$ cat config.mk
export PLATFORM = sky130hd
export DESIGN_NAME = art_cell
export DESIGN_NICKNAME = d
export VERILOG_FILES = /design/src/rtl/core/art_pkg.sv /design/src/rtl/core/art_cell.sv
export SDC_FILE = /design/constraint.sdc
export NUM_CORES = 1
export LEC_CHECK = 0
export BUFFER_PORTS_ARGS = -buffer_cell sky130_fd_sc_hd__buf_4
export CAP_MARGIN = 20
export CORE_UTILIZATION = 53
export DETAILED_ROUTE_END_ITERATION = 6
export PLACE_DENSITY_LB_ADDON = 0.15
export SLEW_MARGIN = 0
export SYNTH_ARGS = -nofsm -noshare
export SYNTH_HDL_FRONTEND = slang
export SYNTH_SLANG_ARGS = --single-unit
export TNS_END_PERCENT = 30
$ cat constraint.sdc
create_clock -name aclk -period 4.8 [get_ports aclk]
set_input_delay 0.96 -clock aclk [delete_from_list [all_inputs] [get_ports aclk]]
set_output_delay 0.96 -clock aclk [all_outputs]
set_load 0.05 [all_outputs]
$ cat src/rtl/core/art_pkg.sv
// shared types and constants of the address region table
`timescale 1ns / 1ps

package art_pkg;

    localparam int ADDR_W   = 64;
    localparam int RIGHTS_W = 3;
    localparam int SLOT_W   = 4;
    localparam int STAT_W   = 2;

    // request kind carried on tuser
    localparam logic MODE_DEFINE = 1'b0;
    localparam logic MODE_LOOKUP = 1'b1;

    // result status codes
    typedef enum logic [STAT_W-1:0] {
        ST_OK      = 2'd0,
        ST_OVERLAP = 2'd1,
        ST_FULL    = 2'd2,
        ST_MISS    = 2'd3
    } status_t;

    // sequencer states
    typedef enum logic [1:0] {
        ART_IDLE,
        ART_CMP,
        ART_DONE
    } art_state_t;

    // control broadcast to every cell
    typedef struct packed {
        logic cmp_en;
        logic commit;
    } cell_ctrl_t;

    // priority chain passed from cell to cell, lowest slot first
    typedef struct packed {
        logic                hit_seen;
        logic                free_seen;
        logic                olap_any;
        logic [RIGHTS_W-1:0] rights;
        logic [SLOT_W-1:0]   hit_slot;
        logic [SLOT_W-1:0]   free_slot;
    } chain_t;

endpackage

$ cat src/rtl/core/art_cell.sv
// one region slot: stored range, compare flags and its link in the priority chain
`timescale 1ns / 1ps

module art_cell
    import art_pkg::*;
#(
    parameter int IDX = 0
) (
    input  logic                aclk,
    input  logic                aresetn,
    input  cell_ctrl_t          ctrl,
    input  logic [ADDR_W-1:0]   base,
    input  logic [ADDR_W-1:0]   top,
    input  logic [RIGHTS_W-1:0] rights,
    input  chain_t              chain_in,
    output chain_t              chain_out
);

    localparam logic [SLOT_W-1:0] SLOT_ID = SLOT_W'(IDX);

    logic [ADDR_W-1:0]   low_reg;
    logic [ADDR_W-1:0]   high_reg;
    logic [RIGHTS_W-1:0] rights_reg;
    logic                used_reg;
    logic                hit_reg;
    logic                olap_reg;

    logic base_in, top_in, low_in;
    logic hit_next, olap_next;
    logic sel_hit, sel_free;

    // range tests against the stored region
    always_comb begin
        base_in   = (base >= low_reg) && (base <= high_reg);
        top_in    = (top >= low_reg) && (top <= high_reg);
        low_in    = (low_reg >= base) && (low_reg <= top);
        hit_next  = used_reg && base_in;
        olap_next = used_reg && (base_in || top_in || low_in);
    end

    // compare flags
    always_ff @(posedge aclk) begin
        if (ctrl.cmp_en) begin
            hit_reg  <= hit_next;
            olap_reg <= olap_next;
        end
    end

    // chain link: lowest hit and lowest free slot win
    always_comb begin
        sel_hit  = hit_reg && !chain_in.hit_seen;
        sel_free = !used_reg && !chain_in.free_seen;
        chain_out           = chain_in;
        chain_out.hit_seen  = chain_in.hit_seen || hit_reg;
        chain_out.free_seen = chain_in.free_seen || !used_reg;
        chain_out.olap_any  = chain_in.olap_any || olap_reg;
        if (sel_hit) begin
            chain_out.rights   = rights_reg;
            chain_out.hit_slot = SLOT_ID;
        end
        if (sel_free) begin
            chain_out.free_slot = SLOT_ID;
        end
    end

    // region store
    always_ff @(posedge aclk) begin
        if (ctrl.commit && sel_free) begin
            low_reg    <= base;
            high_reg   <= top;
            rights_reg <= rights;
        end
    end

    // valid mark
    always_ff @(posedge aclk) begin
        if (!aresetn) begin
            used_reg <= 1'b0;
        end else if (ctrl.commit && sel_free) begin
            used_reg <= 1'b1;
        end
    end

endmodule

==> metrics.cfg <==
[run_status]
status = finished, final reports clean

[placement]
pre_cts_ws_ns = 0.9586
placed_area_um2 = 11990
dp_hpwl_um = 20550
io_buffers = 162
gp_congestion = 0.8409

[job]
drv_cap = 0

[synthesis]
synth_nets = 1409
synth_top_flop_cell = edfxtp_1
ys_warn_count = 0
ys_types = 47
async_flop_share_pct = 0
avgSynthCellArea_um2 = 10.37
syn_inst = 1004
ys_seq_area_share_pct = 38.53
ys_seq_elements = 134
syn-cell-area_um2 = 10420
synth-edff-count = 133

[clocking]
cts_made_buffers = 17
cts_root_buf = clkbuf_16
clk_path_buf_depth = 2
cts.sink_count = 134
path_clk_slew_ns = 0.06
insertion_delay_ns = 0.43
postCtsHoldBufs = 0
cts_tree = done
cts_setup_buffers = 0
ctsHtreeMaxLevel = 4
cts_resized = 0

[power]
p_int_mw = 2.460
combPwrFrac_pct = 19.1
fin_total_pwr_mw = 3.395
power_density_nw_per_um2 = 269.6
leakage_nw = 6.219
power_switching_mw = 0.9356
p_seq_share_pct = 40.5
clkPwrFrac_pct = 40.4
sw_frac_of_total_pct = 27.56
ir_drop_mv = 0.2451

[floorplanning]
core_um2 = 18960
die_x_um = 142.2
die-area_um2 = 20220
ios = 163
start_util_pct = 54.95
die_y_um = 142.2
rows = 50

[global_routing]
grt_overflow_total = 0
grt_pass1_vias = 8182
grt_max_degree = 53
grt_pass1_wl_um = 40060
antenna_found_initial = 0
grt_usage_pct = 25.98

[sta]
final.setup_skew_ns = 0.008542
tns_ns = 0
finalCriticalPeriod_ns = 3.513
slew_headroom_pct = 50.22
slew_viol_final = 0
rsz0062_at_grt = no
tightest_slew_ns = 0.7467
post-route-period-util_pct = 73.19
setup_viol_count_final = 0
clock.fmax_mhz = 284.7
fin_ws_ns = 1.287
hold_violations = 0

[layout]
final_area_um2 = 12590
drive_above_1_share_pct = 17.25
synthToLayoutAreaGrowth_pct = 20.89
final_cell_mix = 256 x ha_1, 198 x inv_1, 163 x buf_4
finalNetCount = 1592
final_util_pct = 66.43
n_antenna_cell = 0
layout_commonest_cell = ha_1

[routing]
drc_errors = 0
top_layer_used = met4
final_antenna_net_count = 0
via_count = 8069
routedWlPerCell_um = 17.19
dr_wl_met2_um = 12010
wirelength_um = 25100
drt_iter0_markers = 368
wl_met1_um = 11510
dr.pass1.iters = 5
met3WireLength_um = 1102
avgViaCountPerCell = 5.527

[min_path]
hold_class = in2reg

[worst_setup_path]
worstPathCellList = buf_4, ha_1, nand4_1, nor4_2, nand3_1, nor4_1, o31a_1, or4_1, nand4_1, o21a_1
critPathMaxStageDelay_ns = 0.64
worstSetupPathType = in2reg
critPathSlowestCell = nor4_2
critical_path.top_delay_family = simple AND/OR/NAND/NOR gates
crit_required_ns = 4.98
path_common_cell = nand4_1
critPathBufInv = 1
worstPathMaxFanout = 4
cp-end-kind = register
cp-start-kind = primary input
crit_arrival_ns = 3.69

-- through the flow --
step	hold slack, ns	instances
floorplan	0.5407	1004
global placement	0.7005	1428
detailed placement	0.6984	1428
CTS	0.7013	1460
global route	0.7073	1460
finish	0.7109	1460
-- power groups by stage --
stage	logic [mW]	registers, mW	clock network, mW
after CTS	0.653	1.38	1.38
after detailed placement	0.645	1.40	0
final	0.650	1.38	1.37
after global routing	0.738	1.38	1.42
after global placement	0.627	1.40	0
after floorplan	0.380	1.40	0
-- path summary, 6_finish.rpt --
path	end	cells after the start	start	slack (ns)
worst max register to register	olap_reg	10	high_reg[59]	1.55
worst max-delay path	olap_reg	10	top[57]	1.29
worst min-delay path	rights_reg[0]	1	rights[0]	0.71
worst min register to register	used_reg	1	used_reg	0.71
-- worst register-to-register path: stages, from the launching register on --
cell      delay (ns)
edfxtp_1        0.32
inv_1           0.06
ha_1            0.31
nand4_1         0.22
nor4_2          0.64
nand3_1         0.23
nor4_1          0.56
o31a_1          0.27
or4_1           0.12
nand4_1         0.09
o21a_1          0.19
-- cells by family after synthesis --
kind of cell    Yosys count  share of synthesized area [%]
mux                       3                         0.3243
flops                   134                          38.53
simple gates            215                          11.58
compound gates          198                          11.68
fa+ha+maj               256                          30.75
buf+inv                 198                          7.135
-- layer usage --
metal	vias up	GRT usage, %
met4	0	8.263
li1	4075	-
met1	3767	33.49
met3	34	4.341
met2	193	44.35
met5	-	0
-- layout make-up --
type / instances / area [µm²]
fillers: 1564 / 6364
multi-input cells: 672 / 5662
flip-flops and latches: 134 / 4014
repair buffers: 164 / 1244
clock inverters: 14 / 175.2
inverters: 198 / 743.2
well taps: 260 / 325.3
clock buffers: 18 / 429.2
-- Yosys cell counts (all sizes together) (2+ instances only) --
cell    count  share of area, %
a211o       2              0.17
a211oi      9              0.65
a21boi      5              0.36
a21o       21               1.5
a21oi      97               4.7
a221o       5              0.48
a221oi      7              0.59
and2        7              0.43
and4        9              0.76
edfxtp    133                38
ha        256                31
inv       198               7.1
mux2        3              0.32
nand2      51               1.8
nand2b      4              0.24
nand3      33               1.6
nand3b      2              0.14
nand4      56               3.5
nor2       12              0.43
nor2b      10              0.60
nor3       12              0.58
nor4       12              0.92
o211a       3              0.29
o211ai      7              0.55
o21a        4              0.29
o21ai      28               1.3
o31a        2              0.17
o31ai       2              0.14
or2         2              0.12
or4         2              0.14
No activity file was read; power rests on OpenSTA's default activity.
